### src/rtl/core/pfws_pkg.sv
// Package for the parallel flash write sequencer: beat payload types,
// result kind and burst codes, and the per-burst beat table. No dependencies.
`default_nettype none

package pfws_pkg;

  // Request functions
  localparam logic [1:0] FN_ERASE  = 2'd0;
  localparam logic [1:0] FN_PROG   = 2'd1;
  localparam logic [1:0] FN_VERIFY = 2'd2;
  localparam logic [1:0] FN_RDATA  = 2'd3;

  // Result kinds
  localparam logic [2:0] K_WRITE       = 3'd0;
  localparam logic [2:0] K_READ        = 3'd1;
  localparam logic [2:0] K_OK          = 3'd2;
  localparam logic [2:0] K_ERASE_FAIL  = 3'd3;
  localparam logic [2:0] K_VERIFY_FAIL = 3'd4;

  // Burst codes: one code per sequence of result beats
  localparam logic [3:0] B_READ    = 4'd0;
  localparam logic [3:0] B_OK      = 4'd1;
  localparam logic [3:0] B_EFAIL   = 4'd2;
  localparam logic [3:0] B_VFAIL   = 4'd3;
  localparam logic [3:0] B_ERASE28 = 4'd4;
  localparam logic [3:0] B_ERASE29 = 4'd5;
  localparam logic [3:0] B_PROG28  = 4'd6;
  localparam logic [3:0] B_PROG29  = 4'd7;
  localparam logic [3:0] B_ALT     = 4'd8;

  // Address sources
  localparam logic [1:0] A_5555 = 2'd0;
  localparam logic [1:0] A_2AAA = 2'd1;
  localparam logic [1:0] A_CUR  = 2'd2;

  // Data sources
  localparam logic [1:0] D_CONST = 2'd0;
  localparam logic [1:0] D_CUR   = 2'd1;
  localparam logic [1:0] D_RD    = 2'd2;

  typedef struct packed {
    logic [1:0]  func;
    logic [19:0] offset;
    logic [7:0]  wdata;
    logic [7:0]  rdata;
  } in_item_t;

  typedef struct packed {
    logic [2:0]  kind;
    logic [19:0] bus_addr;
    logic [7:0]  bus_data;
    logic [7:0]  expected;
    logic        last;
  } out_item_t;

  // One entry of the beat table
  typedef struct packed {
    logic [2:0] kind;
    logic [1:0] asel;
    logic [1:0] dsel;
    logic [7:0] cbyte;
    logic       exp_cur;
    logic       last;
  } beat_t;

  function automatic beat_t mk(input logic [2:0] kind, input logic [1:0] asel,
                               input logic [1:0] dsel, input logic [7:0] cbyte);
    beat_t b;
    b.kind    = kind;
    b.asel    = asel;
    b.dsel    = dsel;
    b.cbyte   = cbyte;
    b.exp_cur = 1'b0;
    b.last    = 1'b0;
    return b;
  endfunction

  // Index of the final beat of each burst
  function automatic logic [3:0] burst_end(input logic [3:0] burst);
    logic [3:0] n;
    case (burst)
      B_ERASE28: n = 4'd2;
      B_ERASE29: n = 4'd6;
      B_PROG28:  n = 4'd2;
      B_PROG29:  n = 4'd4;
      B_ALT:     n = 4'd9;
      default:   n = 4'd0;
    endcase
    return n;
  endfunction

  // Beat table: what beat number idx of a burst puts on the bus
  function automatic beat_t beat(input logic [3:0] burst, input logic [3:0] idx);
    beat_t b;
    b = mk(K_READ, A_CUR, D_CONST, 8'h00);
    case (burst)
      B_OK:    b = mk(K_OK, A_CUR, D_CONST, 8'h00);
      B_EFAIL: b = mk(K_ERASE_FAIL, A_CUR, D_RD, 8'h00);
      B_VFAIL: begin
        b = mk(K_VERIFY_FAIL, A_CUR, D_RD, 8'h00);
        b.exp_cur = 1'b1;
      end
      B_ERASE28: begin
        case (idx)
          4'd0:    b = mk(K_WRITE, A_5555, D_CONST, 8'h20);
          4'd1:    b = mk(K_WRITE, A_CUR, D_CONST, 8'hD0);
          default: b = mk(K_READ, A_CUR, D_CONST, 8'h00);
        endcase
      end
      B_ERASE29: begin
        case (idx)
          4'd0:    b = mk(K_WRITE, A_5555, D_CONST, 8'hAA);
          4'd1:    b = mk(K_WRITE, A_2AAA, D_CONST, 8'h55);
          4'd2:    b = mk(K_WRITE, A_5555, D_CONST, 8'h80);
          4'd3:    b = mk(K_WRITE, A_5555, D_CONST, 8'hAA);
          4'd4:    b = mk(K_WRITE, A_2AAA, D_CONST, 8'h55);
          4'd5:    b = mk(K_WRITE, A_CUR, D_CONST, 8'h50);
          default: b = mk(K_READ, A_CUR, D_CONST, 8'h00);
        endcase
      end
      B_PROG28: begin
        case (idx)
          4'd0:    b = mk(K_WRITE, A_5555, D_CONST, 8'h10);
          4'd1:    b = mk(K_WRITE, A_CUR, D_CUR, 8'h00);
          default: b = mk(K_READ, A_CUR, D_CONST, 8'h00);
        endcase
      end
      B_PROG29: begin
        case (idx)
          4'd0:    b = mk(K_WRITE, A_5555, D_CONST, 8'hAA);
          4'd1:    b = mk(K_WRITE, A_2AAA, D_CONST, 8'h55);
          4'd2:    b = mk(K_WRITE, A_5555, D_CONST, 8'hA0);
          4'd3:    b = mk(K_WRITE, A_CUR, D_CUR, 8'h00);
          default: b = mk(K_READ, A_CUR, D_CONST, 8'h00);
        endcase
      end
      B_ALT: begin
        case (idx)
          4'd0:    b = mk(K_WRITE, A_5555, D_CONST, 8'hAA);
          4'd1:    b = mk(K_WRITE, A_2AAA, D_CONST, 8'h55);
          4'd2:    b = mk(K_WRITE, A_5555, D_CONST, 8'hF0);
          4'd3:    b = mk(K_WRITE, A_5555, D_CONST, 8'hAA);
          4'd4:    b = mk(K_WRITE, A_2AAA, D_CONST, 8'h55);
          4'd5:    b = mk(K_WRITE, A_5555, D_CONST, 8'h80);
          4'd6:    b = mk(K_WRITE, A_5555, D_CONST, 8'hAA);
          4'd7:    b = mk(K_WRITE, A_2AAA, D_CONST, 8'h55);
          4'd8:    b = mk(K_WRITE, A_CUR, D_CONST, 8'h30);
          default: b = mk(K_READ, A_CUR, D_CONST, 8'h00);
        endcase
      end
      default: b = mk(K_READ, A_CUR, D_CONST, 8'h00);
    endcase
    b.last = (idx == burst_end(burst));
    return b;
  endfunction

endpackage

`default_nettype wire

### src/rtl/core/parallel_flash_write_sequencer.sv
// Parallel NOR flash write sequencer, top level.
// Uses pfws_pkg for payload types, codes and the beat table.
`default_nettype none

// An accepted beat is decoded in the cycle it arrives: the sequencing state
// moves on at once and a burst descriptor is loaded into the result register.
// The result side then plays the burst out one beat per cycle while out_stall
// is low, from one beat (a read, a status) up to ten (the alternate erase with
// chip reset). The next input beat is taken in the same cycle as the final
// result beat of the current burst; beats that give no result (a request while
// busy, read data while idle) are taken every cycle while no burst is pending.
// The command set register may only be written while no burst is pending.
module parallel_flash_write_sequencer #(
  parameter int ADDR_BITS   = 20,
  parameter int ERASE_TRIES = 4
) (
  input  wire                  clk,
  input  wire                  rst_n,
  input  wire                  in_valid,
  output logic                 in_stall,
  input  pfws_pkg::in_item_t   in_data,
  output logic                 out_valid,
  input  wire                  out_stall,
  output pfws_pkg::out_item_t  out_data,
  input  wire                  cfg_we,
  input  wire                  cfg_wdata
);

  localparam int AW = (ADDR_BITS < 20) ? ADDR_BITS : 20;
  localparam int BW = AW - 12;
  localparam int TW = $clog2(ERASE_TRIES + 1);

  localparam logic [1:0] PH_IDLE  = 2'd0;
  localparam logic [1:0] PH_CHECK = 2'd1;
  localparam logic [1:0] PH_REF   = 2'd2;
  localparam logic [1:0] PH_POLL  = 2'd3;

  // Sequencing state
  logic             use28_r;
  logic [1:0]       phase_r, phase_nxt;
  logic [1:0]       op_r, op_nxt;
  logic [AW-1:0]    cur_addr_r, cur_addr_nxt;
  logic [7:0]       cur_data_r, cur_data_nxt;
  logic             tref_r, tref_nxt;
  logic [1:0]       polls_r, polls_nxt;
  logic             tried_alt_r, tried_alt_nxt;
  logic [BW-1:0]    blk_r, blk_nxt;
  logic             blk_valid_r, blk_valid_nxt;
  logic [TW-1:0]    tries_r, tries_nxt;

  // Burst descriptor (result register)
  logic             busy_r, busy_nxt;
  logic [3:0]       burst_r, burst_nxt;
  logic [3:0]       step_r, step_nxt;
  logic [AW-1:0]    baddr_r;
  logic [7:0]       bdata_r;
  logic [7:0]       brd_r;

  logic             in_fire, out_fire, load;
  logic [3:0]       new_burst;
  logic [AW-1:0]    in_addr;
  logic [BW-1:0]    cur_blk;
  logic             tbit;
  pfws_pkg::beat_t  bt;
  logic [AW-1:0]    asel;
  logic [7:0]       dsel;

  assign in_addr = in_data.offset[AW-1:0];
  assign cur_blk = cur_addr_r[AW-1:12];
  assign tbit    = in_data.rdata[6];

  // Handshake: take a new beat when no burst is pending or its final beat is accepted
  assign bt        = pfws_pkg::beat(burst_r, step_r);
  assign out_valid = busy_r;
  assign out_fire  = busy_r && !out_stall;
  assign in_stall  = busy_r && !(out_fire && bt.last);
  assign in_fire   = in_valid && !in_stall;

  // Decode of one accepted beat
  always_comb begin
    phase_nxt     = phase_r;
    op_nxt        = op_r;
    cur_addr_nxt  = cur_addr_r;
    cur_data_nxt  = cur_data_r;
    tref_nxt      = tref_r;
    polls_nxt     = polls_r;
    tried_alt_nxt = tried_alt_r;
    blk_nxt       = blk_r;
    blk_valid_nxt = blk_valid_r;
    tries_nxt     = tries_r;
    load          = 1'b0;
    new_burst     = pfws_pkg::B_READ;
    if (in_data.func != pfws_pkg::FN_RDATA) begin
      // new request, dropped while busy
      if (phase_r == PH_IDLE) begin
        op_nxt       = in_data.func;
        cur_addr_nxt = in_addr;
        cur_data_nxt = in_data.wdata;
        phase_nxt    = PH_CHECK;
        load         = 1'b1;
      end
    end else begin
      case (phase_r)
        PH_CHECK: begin
          load = 1'b1;
          if (op_r == pfws_pkg::FN_ERASE) begin
            if (in_data.rdata == 8'hFF) begin
              phase_nxt = PH_IDLE;
              new_burst = pfws_pkg::B_OK;
            end else if (blk_valid_r && (cur_blk == blk_r) && (tries_r <= TW'(1))) begin
              // tries for this block used up
              tries_nxt     = '0;
              blk_valid_nxt = 1'b0;
              phase_nxt     = PH_IDLE;
              new_burst     = pfws_pkg::B_EFAIL;
            end else begin
              if (blk_valid_r && (cur_blk == blk_r)) begin
                tries_nxt = tries_r - TW'(1);
              end else begin
                tries_nxt     = TW'(ERASE_TRIES);
                blk_nxt       = cur_blk;
                blk_valid_nxt = 1'b1;
              end
              tried_alt_nxt = 1'b0;
              phase_nxt     = PH_REF;
              new_burst     = use28_r ? pfws_pkg::B_ERASE28 : pfws_pkg::B_ERASE29;
            end
          end else if (op_r == pfws_pkg::FN_PROG) begin
            if (in_data.rdata == cur_data_r) begin
              phase_nxt = PH_IDLE;
              new_burst = pfws_pkg::B_OK;
            end else begin
              phase_nxt = PH_REF;
              new_burst = use28_r ? pfws_pkg::B_PROG28 : pfws_pkg::B_PROG29;
            end
          end else begin
            phase_nxt = PH_IDLE;
            new_burst = (in_data.rdata == cur_data_r) ? pfws_pkg::B_OK : pfws_pkg::B_VFAIL;
          end
        end
        PH_REF: begin
          tref_nxt  = tbit;
          polls_nxt = 2'd0;
          phase_nxt = PH_POLL;
          load      = 1'b1;
        end
        PH_POLL: begin
          load = 1'b1;
          if (tbit != tref_r) begin
            // still toggling: poll again
            tref_nxt = ~tref_r;
            if (polls_r != 2'd3) begin
              polls_nxt = polls_r + 2'd1;
            end
          end else if (op_r == pfws_pkg::FN_ERASE) begin
            if (!use28_r && !tried_alt_r && (polls_r != 2'd3)) begin
              tried_alt_nxt = 1'b1;
              phase_nxt     = PH_REF;
              new_burst     = pfws_pkg::B_ALT;
            end else begin
              phase_nxt = PH_CHECK;
            end
          end else begin
            phase_nxt = PH_IDLE;
            new_burst = pfws_pkg::B_OK;
          end
        end
        default: begin
          load = 1'b0;
        end
      endcase
    end
  end

  // Burst descriptor control
  always_comb begin
    busy_nxt  = busy_r;
    burst_nxt = burst_r;
    step_nxt  = step_r;
    if (out_fire) begin
      if (bt.last) begin
        busy_nxt = 1'b0;
      end else begin
        step_nxt = step_r + 4'd1;
      end
    end
    if (in_fire && load) begin
      busy_nxt  = 1'b1;
      burst_nxt = new_burst;
      step_nxt  = 4'd0;
    end
  end

  // Control registers
  always_ff @(posedge clk) begin
    if (!rst_n) begin
      use28_r     <= 1'b0;
      phase_r     <= PH_IDLE;
      op_r        <= 2'd0;
      tref_r      <= 1'b0;
      polls_r     <= 2'd0;
      tried_alt_r <= 1'b0;
      blk_r       <= '0;
      blk_valid_r <= 1'b0;
      tries_r     <= TW'(ERASE_TRIES);
      busy_r      <= 1'b0;
      burst_r     <= pfws_pkg::B_READ;
      step_r      <= 4'd0;
    end else begin
      if (cfg_we) begin
        use28_r <= cfg_wdata;
      end
      if (in_fire) begin
        phase_r     <= phase_nxt;
        op_r        <= op_nxt;
        tref_r      <= tref_nxt;
        polls_r     <= polls_nxt;
        tried_alt_r <= tried_alt_nxt;
        blk_r       <= blk_nxt;
        blk_valid_r <= blk_valid_nxt;
        tries_r     <= tries_nxt;
      end
      busy_r  <= busy_nxt;
      burst_r <= burst_nxt;
      step_r  <= step_nxt;
    end
  end

  // Payload registers
  always_ff @(posedge clk) begin
    if (in_fire) begin
      cur_addr_r <= cur_addr_nxt;
      cur_data_r <= cur_data_nxt;
    end
    if (in_fire && load) begin
      baddr_r <= cur_addr_nxt;
      bdata_r <= cur_data_nxt;
      brd_r   <= in_data.rdata;
    end
  end

  // Result beat from the table entry
  always_comb begin
    case (bt.asel)
      pfws_pkg::A_5555: asel = AW'(16'h5555);
      pfws_pkg::A_2AAA: asel = AW'(16'h2AAA);
      default:          asel = baddr_r;
    endcase
    case (bt.dsel)
      pfws_pkg::D_CUR: dsel = bdata_r;
      pfws_pkg::D_RD:  dsel = brd_r;
      default:         dsel = bt.cbyte;
    endcase
    out_data.kind     = bt.kind;
    out_data.bus_addr = 20'(asel);
    out_data.bus_data = dsel;
    out_data.expected = bt.exp_cur ? bdata_r : 8'h00;
    out_data.last     = bt.last;
  end

  // Checks
  a_stall_only_when_busy: assert property (@(posedge clk) disable iff (!rst_n)
    !out_valid |-> !in_stall) else $error("input stalled with no burst pending");

  a_reset_clears_burst: assert property (@(posedge clk)
    !rst_n |=> !out_valid) else $error("burst pending after reset");

  a_tries_bounded: assert property (@(posedge clk) disable iff (!rst_n)
    tries_r <= TW'(ERASE_TRIES)) else $error("erase try count out of range");

  a_burst_ends: assert property (@(posedge clk) disable iff (!rst_n)
    out_fire && out_data.last && !in_fire |=> !out_valid)
    else $error("burst continued past its final beat");

endmodule

`default_nettype wire

### config.mk
export PLATFORM = sky130hd
export DESIGN_NAME = parallel_flash_write_sequencer
export DESIGN_NICKNAME = d
export VERILOG_FILES = /design/src/rtl/core/pfws_pkg.sv /design/src/rtl/core/parallel_flash_write_sequencer.sv
export SDC_FILE = /design/constraint.sdc
export NUM_CORES = 1
export LEC_CHECK = 0
export BUFFER_PORTS_ARGS = -buffer_cell sky130_fd_sc_hd__buf_2
export CORE_MARGIN = 2
export CORE_UTILIZATION = 55
export DETAILED_ROUTE_END_ITERATION = 8
export PLACE_DENSITY = 0.85
export REMOVE_ABC_BUFFERS = 1
export SKIP_CTS_REPAIR_TIMING = 1
export SYNTH_ARGS = -nofsm -noshare
export SYNTH_HDL_FRONTEND = slang
export SYNTH_SLANG_ARGS = --single-unit
### constraint.sdc
create_clock -name clk -period 11 [get_ports clk]
set_input_delay 1.65 -clock clk [delete_from_list [all_inputs] [get_ports clk]]
set_output_delay 1.65 -clock clk [all_outputs]
set_load 0.1 [all_outputs]
==> results.sh <==
export IMPL_outcome="finished, final reports clean"
export IMPL_routed_wl_mm=12.50
export IMPL_synth_area_um2=5289
export IMPL_synth_ff_type="edfxtp_1"
export IMPL_synth_cell_types=66
export IMPL_antenna_found_initial=0
export IMPL_wl_met2_mm=6.437
export IMPL_m1WireLength_mm=5.016
export IMPL_layout_common_cells="buf_2 (85), edfxtp_1 (64), dfxtp_1 (38), mux2_2 (30), nor2_1 (29)"
export IMPL_path_class="flip-flop to primary output"
export IMPL_crit_fanout=21
export IMPL_viasPerCell=5.858
export IMPL_fillers=732
export IMPL_period_needed_ps=5716
export IMPL_hpwl_mm=8.906
export IMPL_rsz0062_at_grt="false"
export IMPL_synth_top_cell_area_share_pct=36.34
export IMPL_die_w_um=102.1
export IMPL_fin_crit_sh_pct=51.96
export IMPL_grt_max_degree=39
export IMPL_synthAdderAreaFrac_pct=4.211
export IMPL_yosys_warnings=0
export IMPL_insertion_delay_ps=360
export IMPL_slowest_delay_ps=1100
export IMPL_place_area_um2=5797
export IMPL_synthCells=489
export IMPL_io_buffers=85
export IMPL_hold_viol_final=0
export IMPL_setup_violations=0
export IMPL_ys_seq_area_share_pct=50.72
export IMPL_fin_skew_ps=20.63
export IMPL_cp_arrival_ps=4070
export IMPL_dr_wl_met3_um=761
export IMPL_syn_avg_cell_area_um2=10.82
export IMPL_min_from="blk_r[3]$_SDFFE_PN0P_"
export IMPL_hold_class="flip-flop to flip-flop"
export IMPL_dieArea_um2=10420
export IMPL_ant_nets=0
export IMPL_final_common_cell="buf_2"
export IMPL_area_delta_synth_final_pct=13.20
export IMPL_drtIter0Drc=230
export IMPL_maxCapViolCount=0
export IMPL_grt_use_total_pct=24.59
export IMPL_synthSimpleGateAreaFrac_pct=16.13
export IMPL_clk_pin_slew_worst_paths_ps=100
export IMPL_critPathCaptureType="primary output"
export IMPL_worst_slew_pin_slew_ps=1099
export IMPL_crit_start="step_r[1]$_SDFFE_PP0N_"
export IMPL_drive_gt1_share_pct=25.35
export IMPL_async_reset_ff_share_pct=0
export IMPL_routedWlPerCell_um=17.91
export IMPL_coreArea_um2=9284
export IMPL_yosysTopAreaCell="edfxtp_1"
export IMPL_root_buffer="clkbuf_8"
export IMPL_htree_levels=3
export IMPL_dr_max_layer_used="met4"
export IMPL_max_clock_freq_mhz=174.9
export IMPL_powerDensity_nw_per_um2=141.3
export IMPL_route_vias_total=4089
export IMPL_drcViolationCount=0
export IMPL_synth_top_family_by_area="simple AND/OR/NAND/NOR gates"
export IMPL_crit_slowest_cell="nor2_1"
export IMPL_final_cell_area_um2=5987
export IMPL_finalSetupTns_ps=0
export IMPL_cts_max_path_buffers=2
export IMPL_finalNetCount=624
export IMPL_synth_compound_area_share_pct=14.03
export IMPL_synth_edff_count=64
export IMPL_leakage_uw=0.002265
export IMPL_grt_first_pass_wirelength_mm=19.94
export IMPL_slew_violations=0
export IMPL_irDropWorstVdd_uv=113.2
export IMPL_grt_ovfl_total=0
export IMPL_fp_row_count=35
export IMPL_die_y_um=102.1
export IMPL_rr_startpoint="burst_r[0]$_SDFFE_PN0P_"
export IMPL_globalplace_congestion=0.8211
export IMPL_worstPathCellList="inv_1, ha_1, nor4_1, a221oi_1, a21oi_1, nand3_1, nor2_1, a21o_1, buf_2"
export IMPL_synth_ff_latch_count=102
export IMPL_numCtsBuffers=9
export IMPL_cp_required_ps=9350
export IMPL_start_util_pct=56.97
export IMPL_grt_pass1_vias=4154
export IMPL_synth_mux_area_share_pct=7.712
export IMPL_dr_pass1_iters=5
export IMPL_io_pins=86
export IMPL_synth_xor_area_share_pct=3.478
export IMPL_cts_tree="done"
export IMPL_slew_headroom_pct=26.45
export IMPL_numClockSinks=102
export IMPL_start_kind="flip-flop"
export IMPL_synthTopCellsByArea="edfxtp_1 (36%), dfxtp_1 (14%), mux2_2 (6.4%)"
## cell usage after synthesis (2+ instances only)
| cell | count |
|---|---|
| nand3_1 | 18 |
| dfxtp_1 | 38 |
| xnor2_1 | 20 |
| nand2_1 | 25 |
| buf_1 | 6 |
| o21ai_0 | 17 |
| a22o_1 | 2 |
| inv_1 | 24 |
| nor4_1 | 3 |
| o22ai_1 | 7 |
| mux2_2 | 30 |
| a211oi_1 | 6 |
| mux2i_1 | 7 |
| nand2b_1 | 7 |
| nor3_1 | 11 |
| and4b_1 | 3 |
| o21ai_1 | 8 |
| o21bai_1 | 6 |
| a21o_1 | 9 |
| and2_1 | 17 |
| a21oi_1 | 25 |
| nor2_1 | 29 |
| o31a_1 | 2 |
| nor4b_4 | 2 |
| or3_1 | 6 |
| nor3b_1 | 2 |
| nand4_1 | 7 |
| nor2b_1 | 7 |
| a22oi_1 | 9 |
| edfxtp_1 | 64 |
| ha_1 | 17 |
| o211ai_1 | 4 |
| and3_1 | 3 |
| clkbuf_1 | 16 |
## through the flow
| step | worst slack [ps] | instances | utilization, % | hold slack [ps] | power [µW] |
|---|---|---|---|---|---|
| final | 5284 | 698 | 64.49 | 467.8 | 845.9 |
| after global placement | 5786 | 681 | 62.44 | 448.0 | 624.4 |
| after CTS | 5260 | 697 | 64.46 | 470.3 | 847.6 |
| after global routing | 4936 | 697 | 64.46 | 484.8 | 872.9 |
| after floorplan | 5530 | 465 | - | 440.8 | 588.9 |
| after detailed placement | 5721 | 681 | 62.44 | 455.5 | 630.4 |
## layout make-up
class,instances,area [µm²],share of cell area (%)
clock buffers,9,123.9,2.069
inverters,26,97.59,1.630
clock inverters,7,63.81,1.066
well taps,129,161.4,2.696
diodes,1,2.502,0.04180
repair buffers,87,440.4,7.356
flip-flops and latches,102,2683,44.81
multi-input cells,337,2415,40.33
## state kept, by name (all words and copies together), names as in the netlist, 2 cells and up, named ones only
register and count:
baddr_r 20, cur_addr_r 20, bdata_r 8, blk_r 8, brd_r 8, cur_data_r 8
burst_r 4, step_r 4, tries_r 3, op_r 2, phase_r 2, polls_r 2
## worst max-delay path: cells and delay by family (launching register included)
family	cells	cell delay, ps
flops	1	470
fa+ha+maj	1	290
compound gates	3	430
simple gates	3	1960
buf+inv	2	550
## layer usage
layer	global-route usage, %	vias up
met5	0	-
met3	5.130	31
li1	-	1943
met4	9.846	0
met2	42.41	155
met1	30.25	1960
## path summary, 6_finish.rpt
check	end	slack (ps)	depth (start not counted)
worst max-delay path	out_data[23]	5280	9
worst min-delay path	blk_r[3]$_SDFFE_PN0P_	470	2
worst max register to register	flip-flop	6350	10
worst min register to register	blk_r[3]$_SDFFE_PN0P_	470	2
## cells by family after synthesis
group | Yosys count
fa+ha+maj | 18
flops | 102
mux | 37
xor+xnor | 21
buf+inv | 50
simple gates | 150
compound gates | 111
## power breakdown
part           switching, µW  total (µW)  internal (µW)
sequential              14.0         458            444
clock                    136         222           86.7
combinational            120         165           45.4
No activity file was read; power rests on OpenSTA's default activity.
